==> src/rtl/pcch_pkg.sv <==
// ----------------------------------------------------------------------------
// pcch_pkg: shared types and constants of the pixel color class histogram
// Holds the bin codes, the configuration register indexes, the field widths
// and the command and status bundles between the controller and the datapath.
// ----------------------------------------------------------------------------
package pcch_pkg;

    // Pixel channel and result field widths.
    localparam int CHAN_W      = 8;
    localparam int BIN_W       = 4;
    localparam int RES_COUNT_W = 32;

    // Color classes, in the order the results are sent out.
    localparam int NUM_BINS = 9;
    localparam logic [BIN_W-1:0] BIN_RED     = 4'd0;
    localparam logic [BIN_W-1:0] BIN_YELLOW  = 4'd1;
    localparam logic [BIN_W-1:0] BIN_GREEN   = 4'd2;
    localparam logic [BIN_W-1:0] BIN_CYAN    = 4'd3;
    localparam logic [BIN_W-1:0] BIN_BLUE    = 4'd4;
    localparam logic [BIN_W-1:0] BIN_MAGENTA = 4'd5;
    localparam logic [BIN_W-1:0] BIN_WHITE   = 4'd6;
    localparam logic [BIN_W-1:0] BIN_BLACK   = 4'd7;
    localparam logic [BIN_W-1:0] BIN_GRAY    = 4'd8;
    localparam logic [BIN_W-1:0] BIN_LAST    = BIN_W'(NUM_BINS - 1);

    // Configuration register file.
    localparam int CFG_IDX_W  = 2;
    localparam int CFG_DATA_W = 10;
    localparam logic [CFG_IDX_W-1:0] CFG_DARK_SUM   = 2'd0;
    localparam logic [CFG_IDX_W-1:0] CFG_BRIGHT_SUM = 2'd1;
    localparam logic [CFG_IDX_W-1:0] CFG_GRAY_SAT   = 2'd2;

    localparam int SUM_W  = 9;
    localparam int PERM_W = 10;
    localparam logic [SUM_W-1:0]  DARK_SUM_RESET   = 9'd15;
    localparam logic [SUM_W-1:0]  BRIGHT_SUM_RESET = 9'd459;
    localparam logic [PERM_W-1:0] GRAY_SAT_RESET   = 10'd150;

    // Saturation is compared in thousandths.
    localparam logic [PERM_W-1:0] PERMILLE_SCALE = 10'd1000;

    // Commands from the controller to the datapath.
    typedef struct packed {
        logic             pix_load;   // a pixel beat is accepted
        logic             emit_load;  // load the result register with bin emit_idx
        logic [BIN_W-1:0] emit_idx;
        logic             clear;      // zero all counters
    } t_ctrl_cmd;

    // Status from the datapath to the controller.
    typedef struct packed {
        logic pipe_busy;  // a pixel is still on its way to the counters
    } t_dp_status;

endpackage

==> src/rtl/pcch_if.sv <==
// ----------------------------------------------------------------------------
// pcch_if: channel interfaces of the pixel color class histogram
// Pixel input stream, result output stream and configuration write channel,
// each with a valid/ready handshake.
// ----------------------------------------------------------------------------
interface pcch_pix_if;
    import pcch_pkg::*;

    logic              valid;
    logic              ready;
    logic [CHAN_W-1:0] red;
    logic [CHAN_W-1:0] green;
    logic [CHAN_W-1:0] blue;
    logic              end_of_image;

    modport source (output valid, red, green, blue, end_of_image, input ready);
    modport sink   (input valid, red, green, blue, end_of_image, output ready);
endinterface

interface pcch_res_if;
    import pcch_pkg::*;

    logic                   valid;
    logic                   ready;
    logic [BIN_W-1:0]       bin_index;
    logic [RES_COUNT_W-1:0] bin_count;
    logic [RES_COUNT_W-1:0] pixel_total;
    logic                   last_bin;

    modport source (output valid, bin_index, bin_count, pixel_total, last_bin,
                    input ready);
    modport sink   (input valid, bin_index, bin_count, pixel_total, last_bin,
                    output ready);
endinterface

interface pcch_cfg_if;
    import pcch_pkg::*;

    logic                  valid;
    logic                  ready;
    logic [CFG_IDX_W-1:0]  index;
    logic [CFG_DATA_W-1:0] data;

    modport source (output valid, index, data, input ready);
    modport sink   (input valid, index, data, output ready);
endinterface

==> src/rtl/pcch_ctrl.sv <==
// ----------------------------------------------------------------------------
// pcch_ctrl: controller of the pixel color class histogram
// Takes pixels, waits for the pipeline to drain after the last pixel of an
// image and then steps the nine result beats out through the result register.
// ----------------------------------------------------------------------------
module pcch_ctrl (
    input  logic                  i_clk,
    input  logic                  i_rst_n,
    input  logic                  i_pix_valid,
    input  logic                  i_pix_eoi,
    output logic                  o_pix_ready,
    input  logic                  i_res_ready,
    output logic                  o_res_valid,
    output pcch_pkg::t_ctrl_cmd   o_cmd,
    input  pcch_pkg::t_dp_status  i_sts
);
    import pcch_pkg::*;

    typedef enum logic [1:0] {
        S_RUN,
        S_DRAIN,
        S_EMIT
    } t_state;

    t_state           r_state;
    logic             r_out_valid;
    logic [BIN_W-1:0] r_idx;
    logic             emit_load;

    assign o_pix_ready = (r_state == S_RUN);
    assign emit_load   = (r_state == S_EMIT) && (!r_out_valid || i_res_ready);

    assign o_cmd.pix_load  = i_pix_valid && o_pix_ready;
    assign o_cmd.emit_load = emit_load;
    assign o_cmd.emit_idx  = r_idx;
    assign o_cmd.clear     = emit_load && (r_idx == BIN_LAST);

    assign o_res_valid = r_out_valid;

    always_ff @(posedge i_clk) begin
        if (!i_rst_n) begin
            r_state     <= S_RUN;
            r_out_valid <= 1'b0;
            r_idx       <= '0;
        end else begin
            unique case (r_state)
                S_RUN: begin
                    if (o_cmd.pix_load && i_pix_eoi) begin
                        r_state <= S_DRAIN;
                    end
                end
                S_DRAIN: begin
                    if (!i_sts.pipe_busy) begin
                        r_state <= S_EMIT;
                    end
                end
                S_EMIT: begin
                    if (emit_load) begin
                        if (r_idx == BIN_LAST) begin
                            r_idx   <= '0;
                            r_state <= S_RUN;
                        end else begin
                            r_idx <= r_idx + 1'b1;
                        end
                    end
                end
                default: begin
                    r_state <= S_RUN;
                end
            endcase

            if (emit_load) begin
                r_out_valid <= 1'b1;
            end else if (i_res_ready) begin
                r_out_valid <= 1'b0;
            end
        end
    end

    // The counters must be settled before any of them is sent out.
    a_emit_after_drain: assert property (@(posedge i_clk) disable iff (!i_rst_n)
        (r_state == S_EMIT) |-> !i_sts.pipe_busy)
        else $error("result emission started with a pixel still in flight");

    // Counters are cleared only together with the last bin's load.
    a_clear_on_last: assert property (@(posedge i_clk) disable iff (!i_rst_n)
        o_cmd.clear |-> (emit_load && (r_idx == BIN_LAST)))
        else $error("counter clear outside the last result load");

    // The last result load hands control back to pixel intake.
    a_back_to_run: assert property (@(posedge i_clk) disable iff (!i_rst_n)
        (emit_load && (r_idx == BIN_LAST)) |=> (r_state == S_RUN))
        else $error("controller did not return to pixel intake");

    // An end-of-image pixel stops intake on the next cycle.
    a_eoi_stops_intake: assert property (@(posedge i_clk) disable iff (!i_rst_n)
        (o_cmd.pix_load && i_pix_eoi) |=> !o_pix_ready)
        else $error("pixel intake continued after end of image");

    a_idx_range: assert property (@(posedge i_clk) disable iff (!i_rst_n)
        r_idx <= BIN_LAST)
        else $error("result index ran past the last bin");

endmodule

==> src/rtl/pcch_datapath.sv <==
// ----------------------------------------------------------------------------
// pcch_datapath: datapath of the pixel color class histogram
// Three-stage pixel classifier, saturating class and pixel counters,
// configuration registers and the result register.
// ----------------------------------------------------------------------------
module pcch_datapath #(
    parameter int COUNT_WIDTH = 32
) (
    input  logic                                   i_clk,
    input  logic                                   i_rst_n,
    input  pcch_pkg::t_ctrl_cmd                    i_cmd,
    output pcch_pkg::t_dp_status                   o_sts,
    input  logic [pcch_pkg::CHAN_W-1:0]            i_red,
    input  logic [pcch_pkg::CHAN_W-1:0]            i_green,
    input  logic [pcch_pkg::CHAN_W-1:0]            i_blue,
    input  logic                                   i_cfg_we,
    input  logic [pcch_pkg::CFG_IDX_W-1:0]         i_cfg_index,
    input  logic [pcch_pkg::CFG_DATA_W-1:0]        i_cfg_data,
    output logic [pcch_pkg::BIN_W-1:0]             o_bin_index,
    output logic [pcch_pkg::RES_COUNT_W-1:0]       o_bin_count,
    output logic [pcch_pkg::RES_COUNT_W-1:0]       o_pixel_total,
    output logic                                   o_last_bin
);
    import pcch_pkg::*;

    localparam int DIFF_W = CHAN_W;
    localparam int PROD_W = DIFF_W + PERM_W;
    localparam int NUM_W  = CHAN_W + 1;
    localparam int T_W    = CHAN_W + 3;
    localparam int SEC_W  = 3;

    // Configuration registers.
    logic [SUM_W-1:0]  r_dark_sum;
    logic [SUM_W-1:0]  r_bright_sum;
    logic [PERM_W-1:0] r_gray_sat;

    always_ff @(posedge i_clk) begin
        if (!i_rst_n) begin
            r_dark_sum   <= DARK_SUM_RESET;
            r_bright_sum <= BRIGHT_SUM_RESET;
            r_gray_sat   <= GRAY_SAT_RESET;
        end else if (i_cfg_we) begin
            unique case (i_cfg_index)
                CFG_DARK_SUM:   r_dark_sum   <= i_cfg_data[SUM_W-1:0];
                CFG_BRIGHT_SUM: r_bright_sum <= i_cfg_data[SUM_W-1:0];
                CFG_GRAY_SAT:   r_gray_sat   <= i_cfg_data[PERM_W-1:0];
                default: begin
                end
            endcase
        end
    end

    // ---------------- Stage 1: registered pixel, channel extremes ----------
    logic              r_v1;
    logic [CHAN_W-1:0] r_red, r_green, r_blue;

    always_ff @(posedge i_clk) begin
        if (i_cmd.pix_load) begin
            r_red   <= i_red;
            r_green <= i_green;
            r_blue  <= i_blue;
        end
    end

    logic [CHAN_W-1:0]       mx, mn, sum_gap, den, hue_a, hue_b;
    logic [DIFF_W-1:0]       diff;
    logic [SUM_W-1:0]        sum;
    logic signed [NUM_W-1:0] num;
    logic [SEC_W-1:0]        base;

    always_comb begin
        mx = r_red;
        if (r_green > mx) mx = r_green;
        if (r_blue > mx)  mx = r_blue;
        mn = r_red;
        if (r_green < mn) mn = r_green;
        if (r_blue < mn)  mn = r_blue;
        sum  = {1'b0, mx} + {1'b0, mn};
        diff = mx - mn;
        if (sum >= SUM_W'(255)) begin
            sum_gap = CHAN_W'(sum - SUM_W'(255));
        end else begin
            sum_gap = CHAN_W'(SUM_W'(255) - sum);
        end
        den = CHAN_W'(255) - sum_gap;
        // Red wins a tie for the largest channel, then green.
        if (r_red == mx) begin
            hue_a = r_green;
            hue_b = r_blue;
            base  = SEC_W'(BIN_RED);
        end else if (r_green == mx) begin
            hue_a = r_blue;
            hue_b = r_red;
            base  = SEC_W'(BIN_GREEN);
        end else begin
            hue_a = r_red;
            hue_b = r_green;
            base  = SEC_W'(BIN_BLUE);
        end
        num = $signed({1'b0, hue_a}) - $signed({1'b0, hue_b});
    end

    // ---------------- Stage 2: features ------------------------------------
    logic                    r_v2;
    logic                    r_s2_black, r_s2_white;
    logic [DIFF_W-1:0]       r_s2_diff;
    logic [CHAN_W-1:0]       r_s2_den;
    logic signed [NUM_W-1:0] r_s2_num;
    logic [SEC_W-1:0]        r_s2_base;

    always_ff @(posedge i_clk) begin
        if (r_v1) begin
            r_s2_black <= (sum <= r_dark_sum);
            r_s2_white <= (sum > r_bright_sum);
            r_s2_diff  <= diff;
            r_s2_den   <= den;
            r_s2_num   <= num;
            r_s2_base  <= base;
        end
    end

    logic [PROD_W-1:0]     sat_lhs, sat_rhs;
    logic                  is_gray;
    logic signed [T_W-1:0] hue_t, two_diff;
    logic [SEC_W-1:0]      sector;
    logic [BIN_W-1:0]      bin;

    always_comb begin
        sat_lhs = PROD_W'(r_s2_diff) * PROD_W'(PERMILLE_SCALE);
        sat_rhs = PROD_W'(r_gray_sat) * PROD_W'(r_s2_den);
        is_gray = (sat_lhs < sat_rhs);

        // Sector offset: below when 2*num + diff < 0, above when it reaches 2*diff.
        hue_t    = (T_W'(r_s2_num) <<< 1) + $signed(T_W'(r_s2_diff));
        two_diff = $signed(T_W'({r_s2_diff, 1'b0}));
        if (hue_t < 0) begin
            sector = (r_s2_base == '0) ? SEC_W'(BIN_MAGENTA) : r_s2_base - 1'b1;
        end else if (hue_t >= two_diff) begin
            sector = r_s2_base + 1'b1;
        end else begin
            sector = r_s2_base;
        end

        priority if (r_s2_black) begin
            bin = BIN_BLACK;
        end else if (r_s2_white) begin
            bin = BIN_WHITE;
        end else if (r_s2_diff == '0) begin
            bin = (r_gray_sat != '0) ? BIN_GRAY : BIN_RED;
        end else if (is_gray) begin
            bin = BIN_GRAY;
        end else begin
            bin = BIN_W'(sector);
        end
    end

    // ---------------- Stage 3: class code, counters -------------------------
    logic             r_v3;
    logic [BIN_W-1:0] r_s3_bin;

    always_ff @(posedge i_clk) begin
        if (r_v2) begin
            r_s3_bin <= bin;
        end
    end

    always_ff @(posedge i_clk) begin
        if (!i_rst_n) begin
            r_v1 <= 1'b0;
            r_v2 <= 1'b0;
            r_v3 <= 1'b0;
        end else begin
            r_v1 <= i_cmd.pix_load;
            r_v2 <= r_v1;
            r_v3 <= r_v2;
        end
    end

    assign o_sts.pipe_busy = r_v1 || r_v2 || r_v3;

    logic [COUNT_WIDTH-1:0] r_cnt [NUM_BINS];
    logic [COUNT_WIDTH-1:0] r_total;

    always_ff @(posedge i_clk) begin
        if (!i_rst_n || i_cmd.clear) begin
            for (int k = 0; k < NUM_BINS; k++) begin
                r_cnt[k] <= '0;
            end
            r_total <= '0;
        end else if (r_v3) begin
            for (int k = 0; k < NUM_BINS; k++) begin
                if ((r_s3_bin == BIN_W'(k)) && (r_cnt[k] != '1)) begin
                    r_cnt[k] <= r_cnt[k] + 1'b1;
                end
            end
            if (r_total != '1) begin
                r_total <= r_total + 1'b1;
            end
        end
    end

    // ---------------- Result register ----------------------------------------
    logic [COUNT_WIDTH-1:0] cnt_sel;
    logic [RES_COUNT_W-1:0] cnt_out, total_out;

    assign cnt_sel = r_cnt[i_cmd.emit_idx];

    // Counts wider than the result field clip to its maximum.
    if (COUNT_WIDTH > RES_COUNT_W) begin : g_clip
        assign cnt_out   = (|cnt_sel[COUNT_WIDTH-1:RES_COUNT_W]) ? '1
                                                                  : cnt_sel[RES_COUNT_W-1:0];
        assign total_out = (|r_total[COUNT_WIDTH-1:RES_COUNT_W]) ? '1
                                                                  : r_total[RES_COUNT_W-1:0];
    end else begin : g_extend
        assign cnt_out   = RES_COUNT_W'(cnt_sel);
        assign total_out = RES_COUNT_W'(r_total);
    end

    always_ff @(posedge i_clk) begin
        if (i_cmd.emit_load) begin
            o_bin_index   <= i_cmd.emit_idx;
            o_bin_count   <= cnt_out;
            o_pixel_total <= total_out;
            o_last_bin    <= (i_cmd.emit_idx == BIN_LAST);
        end
    end

endmodule

==> src/rtl/pixel_color_class_histogram_unit.sv <==
// ----------------------------------------------------------------------------
// pixel_color_class_histogram_unit: RGB pixel color class histogram
// Sorts pixels into nine color classes, counts them, and reports the counts
// and the pixel total at the end of every image.
// ----------------------------------------------------------------------------
// The block takes one RGB pixel per clock on the pixel channel and sorts it
// into black, white, gray or one of six hue sectors (red, yellow, green, cyan,
// blue, magenta), using exact integer tests on the largest and smallest
// channel. A three-stage classifier pipeline feeds nine saturating class
// counters and a saturating pixel total. When a pixel beat carries
// end_of_image, that pixel is counted, intake pauses, and once the pipeline
// has drained the block sends nine result beats, one per class in bin order
// 0 to 8, each with the class count and the image's pixel total, last_bin set
// on the ninth. The counters are cleared as the ninth beat is loaded. Pixel
// intake resumes while that final beat still sits in the result register.
// Throughput is one pixel per clock within an image; after each end of image
// intake stays paused while the classifier drains and the nine results are
// loaded, and for as long as the result side holds ready low. Configuration
// writes are always taken and should be issued only while the block is idle
// between images.
module pixel_color_class_histogram_unit #(
    parameter int COUNT_WIDTH = 32
) (
    input  logic   i_clk,
    input  logic   i_rst_n,
    pcch_pix_if.sink   i_pix,
    pcch_res_if.source o_res,
    pcch_cfg_if.sink   i_cfg
);
    import pcch_pkg::*;

    t_ctrl_cmd  cmd;
    t_dp_status sts;

    // Register writes never stall.
    assign i_cfg.ready = 1'b1;

    // The controller owns the handshakes and the emission sequence.
    pcch_ctrl u_ctrl (
        .i_clk       (i_clk),
        .i_rst_n     (i_rst_n),
        .i_pix_valid (i_pix.valid),
        .i_pix_eoi   (i_pix.end_of_image),
        .o_pix_ready (i_pix.ready),
        .i_res_ready (o_res.ready),
        .o_res_valid (o_res.valid),
        .o_cmd       (cmd),
        .i_sts       (sts)
    );

    // The datapath classifies, counts and holds the result payload.
    pcch_datapath #(
        .COUNT_WIDTH (COUNT_WIDTH)
    ) u_datapath (
        .i_clk         (i_clk),
        .i_rst_n       (i_rst_n),
        .i_cmd         (cmd),
        .o_sts         (sts),
        .i_red         (i_pix.red),
        .i_green       (i_pix.green),
        .i_blue        (i_pix.blue),
        .i_cfg_we      (i_cfg.valid),
        .i_cfg_index   (i_cfg.index),
        .i_cfg_data    (i_cfg.data),
        .o_bin_index   (o_res.bin_index),
        .o_bin_count   (o_res.bin_count),
        .o_pixel_total (o_res.pixel_total),
        .o_last_bin    (o_res.last_bin)
    );

endmodule
==> src/flat_wrapper.sv <==
// flat-port wrapper written by rule: the top's interface ports become plain ports
module pixel_color_class_histogram_unit_flat import pcch_pkg::*;
#(
    parameter int COUNT_WIDTH = 32
)
  (i_clk, i_rst_n, i_pix_valid, i_pix_red, i_pix_green, i_pix_blue, i_pix_end_of_image, i_pix_ready, o_res_valid, o_res_bin_index, o_res_bin_count, o_res_pixel_total, o_res_last_bin, o_res_ready, i_cfg_valid, i_cfg_index, i_cfg_data, i_cfg_ready);
  pcch_pix_if i_pix_i ();
  pcch_res_if o_res_i ();
  pcch_cfg_if i_cfg_i ();
  input  logic i_clk;
  input  logic i_rst_n;
  input wire logic [$bits(i_pix_i.valid)-1:0] i_pix_valid;
  input wire logic [$bits(i_pix_i.red)-1:0] i_pix_red;
  input wire logic [$bits(i_pix_i.green)-1:0] i_pix_green;
  input wire logic [$bits(i_pix_i.blue)-1:0] i_pix_blue;
  input wire logic [$bits(i_pix_i.end_of_image)-1:0] i_pix_end_of_image;
  output wire logic [$bits(i_pix_i.ready)-1:0] i_pix_ready;
  output wire logic [$bits(o_res_i.valid)-1:0] o_res_valid;
  output wire logic [$bits(o_res_i.bin_index)-1:0] o_res_bin_index;
  output wire logic [$bits(o_res_i.bin_count)-1:0] o_res_bin_count;
  output wire logic [$bits(o_res_i.pixel_total)-1:0] o_res_pixel_total;
  output wire logic [$bits(o_res_i.last_bin)-1:0] o_res_last_bin;
  input wire logic [$bits(o_res_i.ready)-1:0] o_res_ready;
  input wire logic [$bits(i_cfg_i.valid)-1:0] i_cfg_valid;
  input wire logic [$bits(i_cfg_i.index)-1:0] i_cfg_index;
  input wire logic [$bits(i_cfg_i.data)-1:0] i_cfg_data;
  output wire logic [$bits(i_cfg_i.ready)-1:0] i_cfg_ready;
  assign i_pix_i.valid = i_pix_valid;
  assign i_pix_i.red = i_pix_red;
  assign i_pix_i.green = i_pix_green;
  assign i_pix_i.blue = i_pix_blue;
  assign i_pix_i.end_of_image = i_pix_end_of_image;
  assign i_pix_ready = i_pix_i.ready;
  assign o_res_valid = o_res_i.valid;
  assign o_res_bin_index = o_res_i.bin_index;
  assign o_res_bin_count = o_res_i.bin_count;
  assign o_res_pixel_total = o_res_i.pixel_total;
  assign o_res_last_bin = o_res_i.last_bin;
  assign o_res_i.ready = o_res_ready;
  assign i_cfg_i.valid = i_cfg_valid;
  assign i_cfg_i.index = i_cfg_index;
  assign i_cfg_i.data = i_cfg_data;
  assign i_cfg_ready = i_cfg_i.ready;
  pixel_color_class_histogram_unit #(.COUNT_WIDTH(COUNT_WIDTH)) u_core (.i_clk(i_clk), .i_rst_n(i_rst_n), .i_pix(i_pix_i), .o_res(o_res_i), .i_cfg(i_cfg_i));
endmodule
==> config.mk <==
export PLATFORM = sky130hd
export DESIGN_NAME = pixel_color_class_histogram_unit_flat
export DESIGN_NICKNAME = d
export VERILOG_FILES = /design/src/rtl/pcch_pkg.sv /design/src/rtl/pcch_if.sv /design/src/rtl/pcch_ctrl.sv /design/src/rtl/pcch_datapath.sv /design/src/rtl/pixel_color_class_histogram_unit.sv /design/src/flat_wrapper.sv
export SDC_FILE = /design/constraint.sdc
export NUM_CORES = 1
export LEC_CHECK = 0
export BUFFER_PORTS_ARGS = -buffer_cell sky130_fd_sc_hd__buf_2
export CORE_MARGIN = 1.5
export CORE_UTILIZATION = 64
export DETAILED_ROUTE_END_ITERATION = 12
export GPL_TIMING_DRIVEN = 0
export PLACE_DENSITY = 0.84
export SLEW_MARGIN = 10
export SYNTH_ARGS = -nofsm -noshare
export SYNTH_HDL_FRONTEND = slang
export SYNTH_SLANG_ARGS = --single-unit
export TNS_END_PERCENT = 100
==> constraint.sdc <==
create_clock -name i_clk -period 7.6 [get_ports i_clk]
set_clock_uncertainty 0.2 [all_clocks]
set_input_delay 1.9 -clock i_clk [delete_from_list [all_inputs] [get_ports i_clk]]
set_output_delay 1.9 -clock i_clk [all_outputs]
set_load 0.02 [all_outputs]
After elaboration in Yosys (flattened, before gate mapping)
Memory sizes are Yosys's and may differ from the RTL's. A register that Yosys moved wholly into a read port is not among the register bits.
Cells that the tools add are included.
Widths: inputs -> output; s select.
{"block": "totals", "reg_bits": 165, "ram_bits": 288, "input_bits": 42, "memories": 1}
{"name": "u_core.u_datapath.r_cnt", "words": 9, "word_bits": 32, "rd": 10, "rd_ports_with_merged_regs": 1, "write_ports": 9, "line": "pcch_datapath.sv:181", "source": "logic [COUNT_WIDTH-1:0] r_cnt [NUM_BINS];"}
{"block": "classes", "n_addsub": 20, "n_mul": 2, "magnitude_cmp": 10, "eq_ne": 29, "n_mux": 72, "n_bitwise": 9, "n_reduce_logical": 33}
{"operator": "$add 32x1->32 const B", "n": 10}
{"operator": "$ne 32x32->1 const B", "n": 10}
{"operator": "$mux 32", "n": 9}
{"operator": "$mux 8", "n": 9}
{"operator": "$mux 1", "n": 41}
{"operator": "$lt 18x18->1", "n": 1}
{"operator": "$mul 10x8->18", "n": 1}
{"operator": "$eq 4x3->1 const B", "n": 4}
{"operator": "$eq 8x8->1", "n": 2}
{"operator": "$gt 8x8->1", "n": 2}
{"operator": "$lt 8x8->1", "n": 2}
{"operator": "$mux 4", "n": 4}
{"operator": "$sub 8x8->8 const A", "n": 2}
{"operator": "$mul 8x7->15 const B", "n": 1}
{"operator": "$logic_and 1x1->1", "n": 13}
{"operator": "$mux 3", "n": 4}
{"operator": "$add 10x9->11", "n": 1}
{"operator": "$ge 11x10->1", "n": 1}
{"operator": "$lt 11x1->1 const B", "n": 1}
{"operator": "$reduce_and 2->1", "n": 5}
{"operator": "$reduce_bool 10->1", "n": 1}
{"operator": "$add 8x8->9", "n": 1}
{"operator": "$ge 9x8->1 const B", "n": 1}
{"operator": "$gt 9x9->1", "n": 1}
{"operator": "26 further kinds", "n": 48}

Depth between registers and ports, before layout
{"block": "logic_depth", "ltp_word": 8, "ltp_mapped": 30, "depth_no_buf": 27}

Hierarchy
A second synthesis with hierarchy kept.
{"block": "unflattened", "cells_unflattened": 3074, "hier_area_um2": 31943.1}
{"module": "pcch_datapath", "instances": 1, "cells_per_inst": 3025, "area_per_inst_um2": 31554.0, "seq_area_each_um2": 13663.1}
{"module": "pcch_ctrl", "instances": 1, "cells_per_inst": 47, "area_per_inst_um2": 377.9, "seq_area_each_um2": 140.1}
{"module": "pixel_color_class_histogram_unit", "instances": 1, "cells_per_inst": 2, "area_per_inst_um2": 11.3, "seq_area_each_um2": 0.0}

Least setup slack after synthesis
OpenSTA, ideal clock, no wires.
{"block": "synth_timing", "kind": "flip-flop to flip-flop", "from": "register u_core.u_datapath.r_red[7]", "to": "register u_core.u_datapath.r_s2_den[4] (data pin)", "setup_ns": 0.270, "arrival_time_ns": 5.830, "slack_ns": 1.299, "path_stages_with_launch": 26, "path_buffers": 3, "period_less_slack_ns": 6.301, "path_cell_list": "edfxtp_1 -> clkbuf_1 -> inv_1 -> ha_1 -> a21oi_1 -> o21ai_0 -> o21ai_1 -> buf_2 -> mux2i_1 -> ha_1 -> nor2b_1 -> o211a_1 -> o21a_1 -> nor2_2 -> buf_2 -> nand2_1 -> and2_1 -> fa_1 -> a21o_1 -> a21oi_2 -> o21ai_0 -> and3_1 -> a2111o_1 -> o41ai_2 -> nand2b_1 -> xnor2_1"}
{"block": "synth_between", "elab_chain_cells": 8, "word_cells_on_any_way": 14}
{"item": "from (decl)", "line": "pcch_datapath.sv:55", "source": "logic [CHAN_W-1:0] r_red, r_green, r_blue;"}
{"item": "from (signal assigned)", "line": "pcch_datapath.sv:59", "source": "r_red <= i_red;"}
{"item": "$gt 8x8->1 / $lt 8x8->1 (equally long branches)", "line": "pcch_datapath.sv:73, pcch_datapath.sv:76"}
{"item": "$mux 8, on equally long branches", "line": "pcch_datapath.sv:73, pcch_datapath.sv:76"}
{"item": "$gt 8x8->1 / $lt 8x8->1 (equally long branches)", "line": "pcch_datapath.sv:74, pcch_datapath.sv:77"}
{"item": "$mux 8, on equally long branches", "line": "pcch_datapath.sv:74, pcch_datapath.sv:77"}
{"item": "$add 8x8->9 *", "line": "pcch_datapath.sv:78", "source": "sum = {1'b0, mx} + {1'b0, mn};"}
{"item": "$sub 8x8->8 (tied with other cells)", "line": "pcch_datapath.sv:83", "source": "sum_gap = CHAN_W'(SUM_W'(255) - sum);"}
{"item": "$mux 8 *", "line": "pcch_datapath.sv:80", "source": "if (sum >= SUM_W'(255)) begin"}
{"item": "$sub 8x8->8 *", "line": "pcch_datapath.sv:85", "source": "den = CHAN_W'(255) - sum_gap;"}
{"item": "via u_core.u_datapath.den[4]", "line": "pcch_datapath.sv:65", "source": "logic [CHAN_W-1:0] mx, mn, sum_gap, den, hue_a, hue_b;"}
{"item": "to (signal assigned)", "line": "pcch_datapath.sv:116", "source": "r_s2_den <= den;"}
{"item": "to (decl)", "line": "pcch_datapath.sv:107", "source": "logic [CHAN_W-1:0] r_s2_den;"}
Mark *: on every way through the listed nets, which the timed path passes. The rest lies on a longest branch.
A chain may end at the register's enable or synchronous reset.

Worst setup path in the final report
{"block": "layout_timing", "from": "register u_core.u_datapath.r_red[1]", "to": "register u_core.u_datapath.r_s2_den[3] (data pin)"}
The elaborated chain is that of the path after synthesis.

==> impl_metrics.ini <==
[final_layout]
area_growth_pct = 10.1
filler_cell_count = 3441
fin_nets = 3569
drive_gt1_frac = 0.105
fin_cells = 3983
mostFrequentLayoutCells = 419 x nor2_1, 413 x edfxtp_1, 250 x nand2_1
final_common_cell = nor2_1
finalInstanceArea_mm2 = 0.0356

[floorplan]
dieArea_mm2 = 0.0518
rows = 82
core_area_mm2 = 0.0500
pin_count = 114
die_w_um = 228
die_height_um = 228
start_util = 0.647

[setup_path]
endpoint_kind = register
cp-start-kind = register
critPathArrivalTime_ps = 7350
critPathKind = register to register
worstPathRequired_ps = 7720
critPathMaxFanout = 10

[sta]
tns_ps = 0
hold_violations = 0
worst_pin_slew_ps = 1040
rsz0062_at_grt = no
min_period_ps = 7230
setup_violations = 0
fmax_mhz = 138
whs_ps = 257
max-slew-margin-rel = 0.306
final_min_period_over_clock_period = 0.952
slew_violations = 0
finalWorstSetupSlack_ps = 368

[synth]
synth_ff_type = edfxtp_1
yosysSeqAreaShare = 0.427
synth.largest_area_cell = edfxtp_1
synth_fp_nets = 3405
synth.area.top_cells = edfxtp_1 38%, ha_1 7.2%, xor2_1 5.6%
syn_inst = 3104
synth-simple-area-share = 0.186
yosys_register_bits = 483
synth_top_family_by_area = simple AND/OR/NAND/NOR gates
muxShareOfSynthArea = 0.0598
synth-xor-area-share = 0.0979
ys_warn_count = 0
synth_compound_gate_area_share = 0.0698
synth_cell_types = 82
synth_top_area_share = 0.384
avgSynthCellArea_um2 = 10.4
synth_edf_count = 413
async_flop_share = 0
syn_area_mm2 = 0.0323
yosys.area_share.adder = 0.118

[placement]
placed_cell_area_mm2 = 0.0337
place_inst = 3888
place_congestion = 0.965
port-buffer-count = 111
dp_hpwl_um = 62500
pre_cts_slack_ps = -61.2

[power_and_ir_drop]
power_leakage_nw = 13.2
p_per_area_mw_per_mm2 = 371
irDropWorstVdd_v = 0.000824

[clocking]
cts_root_buffer = clkbuf_16
cts_tree = yes
cts_buffers = 51
clk_pin_slew_worst_paths_ps = 60
cts_buffer_depth = 3
cts_sinks = 483
htreeDepth = 2
worstSkewPairLatency_ps = 610

[global_routing]
overflow = 0
grt_use_total = 0.326
grt_max_degree = 56
grt_pass1_vias = 24747
grt_first_pass_wirelength_um = 132000
antenna_found_initial = 4

[route]
via_per_inst = 6.32
dr.pass1.iters = 6
wirelength_um = 83900
num_vias = 25167
drt_iter0_markers = 2853
drc = 0
route.antenna.remaining_nets = 0
wire_per_inst_um = 21.1

[outcome]
status = completed

[run]
drv_cap = 0

[worst_hold_path]
hold_class = register to register
state kept, by name (all words and copies together), names as in the netlist, 2 cells and up:
signal                           cells
u_core.u_datapath.r_s2_num           9
u_core.u_datapath.o_bin_count       32
u_core.u_datapath.r_dark_sum         9
u_core.u_datapath.r_blue             8
u_core.u_datapath.r_bright_sum       9
u_core.u_datapath.r_cnt            288
u_core.u_datapath.o_bin_index        4
u_core.u_datapath.r_total           32
u_core.u_datapath.r_s2_base          2
u_core.u_datapath.r_s3_bin           4
u_core.u_datapath.r_red              8
u_core.u_datapath.r_green            8
u_core.u_ctrl.r_state                2
u_core.u_datapath.r_s2_den           7
u_core.u_datapath.o_pixel_total     32
u_core.u_datapath.r_s2_diff          8
u_core.u_ctrl.r_idx                  4
u_core.u_datapath.r_gray_sat        10
worst max-delay path: stages (launching register included):
cell and delay, ps:
edfxtp_1 510, inv_1 180, ha_1 350, nor2b_1 130, o211ai_1 150, a21oi_1 150, o21ai_2 290, buf_2 320
mux2i_1 300, ha_1 290, nor2b_1 140, o211a_1 230, o21a_1 310, nor2_2 340, buf_2 290, nand2_1 70
and2_1 240, fa_1 470, a21o_1 220, a21oi_2 190, o21ai_0 140, and3_1 200, a2111o_1 430, o41ai_4 490
nand2b_1 150, xnor2_1 160
layer usage:
metal  GRT usage  part of all wire  up-vias
met4       0.127             0.036        6
met2       0.520              0.46     1379
li1            -                 -    11357
met1       0.437              0.40    12198
met3      0.0721              0.10      227
met5           0           0.00042        -
Yosys cell counts (7+ instances only):
cell and number:
xor2_1 207, mux2i_1 49, and3_1 74, o211ai_1 15, a31oi_1 14, xnor2_1 154, mux4_2 64, o31ai_1 12
nand3_1 148, buf_2 14, clkbuf_1 62, dfxtp_1 70, nand4_1 75, fa_1 74, and2_1 80, o21ai_0 72
buf_6 20, a21boi_0 8, nor2_1 419, nand2_1 258, nor4_1 27, a21oi_1 97, nor3_1 34, nor2b_1 24
ha_1 185, and4_1 37, or2_2 8, buf_1 10, inv_1 187, o21a_1 18, a31o_2 8, a21o_1 27
o21bai_1 14, nand2b_1 16, edfxtp_1 413, a211oi_1 7, or3_1 16
kinds of logic (layout without fill, tap and decap cells):
| logic type | count (synthesis) | in the layout |
|---|---|---|
| mux | 113 | 113 |
| flops | 483 | 483 |
| simple gates | 1242 | 1242 |
| compound gates | 345 | 345 |
| xor+xnor | 361 | 361 |
| buf+inv | 300 | 506 |
| other cells | 1 | 2 |
| fa+ha+maj | 259 | 259 |
stage by stage:
stage           util  power (mW)
6_report       0.712        13.2
5_1_grt        0.712        14.3
4_1_cts        0.710        13.0
3_5_place_dp   0.675        10.4
3_3_place_gp   0.674        9.98
2_1_floorplan      -        8.77
power by group:
part / leakage (nW) / switching, mW / total, mW / internal, mW
registers: 4.71 / 0.230 / 3.36 / 3.13
clock network: 0.851 / 1.08 / 2.62 / 1.55
logic: 7.69 / 4.03 / 7.19 / 3.17
total: 13.2 / 5.33 / 13.2 / 7.84
layout make-up:
type | count | area (µm²) | area share
Multi-Input combinational cell | 2321 | 17200 | 0.485
Sequential cell | 483 | 13800 | 0.388
Clock buffer | 60 | 1350 | 0.0380
Tap cell | 672 | 841 | 0.0236
Inverter | 187 | 702 | 0.0197
Buffer | 109 | 623 | 0.0175
Timing Repair Buffer | 115 | 606 | 0.0170
Clock inverter | 35 | 387 | 0.0109
Antenna cell | 1 | 2.50 | 0.0000704
repair_timing:
| action | in CTS | in global routing |
|---|---|---|
| setup buffers | 0 | 3 |
| resized for setup | 1 | 12 |
| hold buffers | 0 | 0 |
| endpoints found under the setup margin | 1 | 18 |
| pin swaps | 0 | 2 |
| gates cloned | 0 | 0 |
final timing paths:
| kind | startpoint | cells after the start | endpoint | slack, ps |
|---|---|---|---|---|
| max | u_core.u_datapath.r_red[1] | 25 | u_core.u_datapath.r_s2_den[3] | 370 |
| min | u_core.u_ctrl.r_idx[2] | 0 | u_core.u_datapath.o_bin_index[2] | 260 |
| max reg2reg | u_core.u_datapath.r_red[1] | 25 | u_core.u_datapath.r_s2_den[3] | 370 |
| min reg2reg | u_core.u_ctrl.r_idx[2] | 0 | u_core.u_datapath.o_bin_index[2] | 260 |
(Power assumes the default switching activity.)
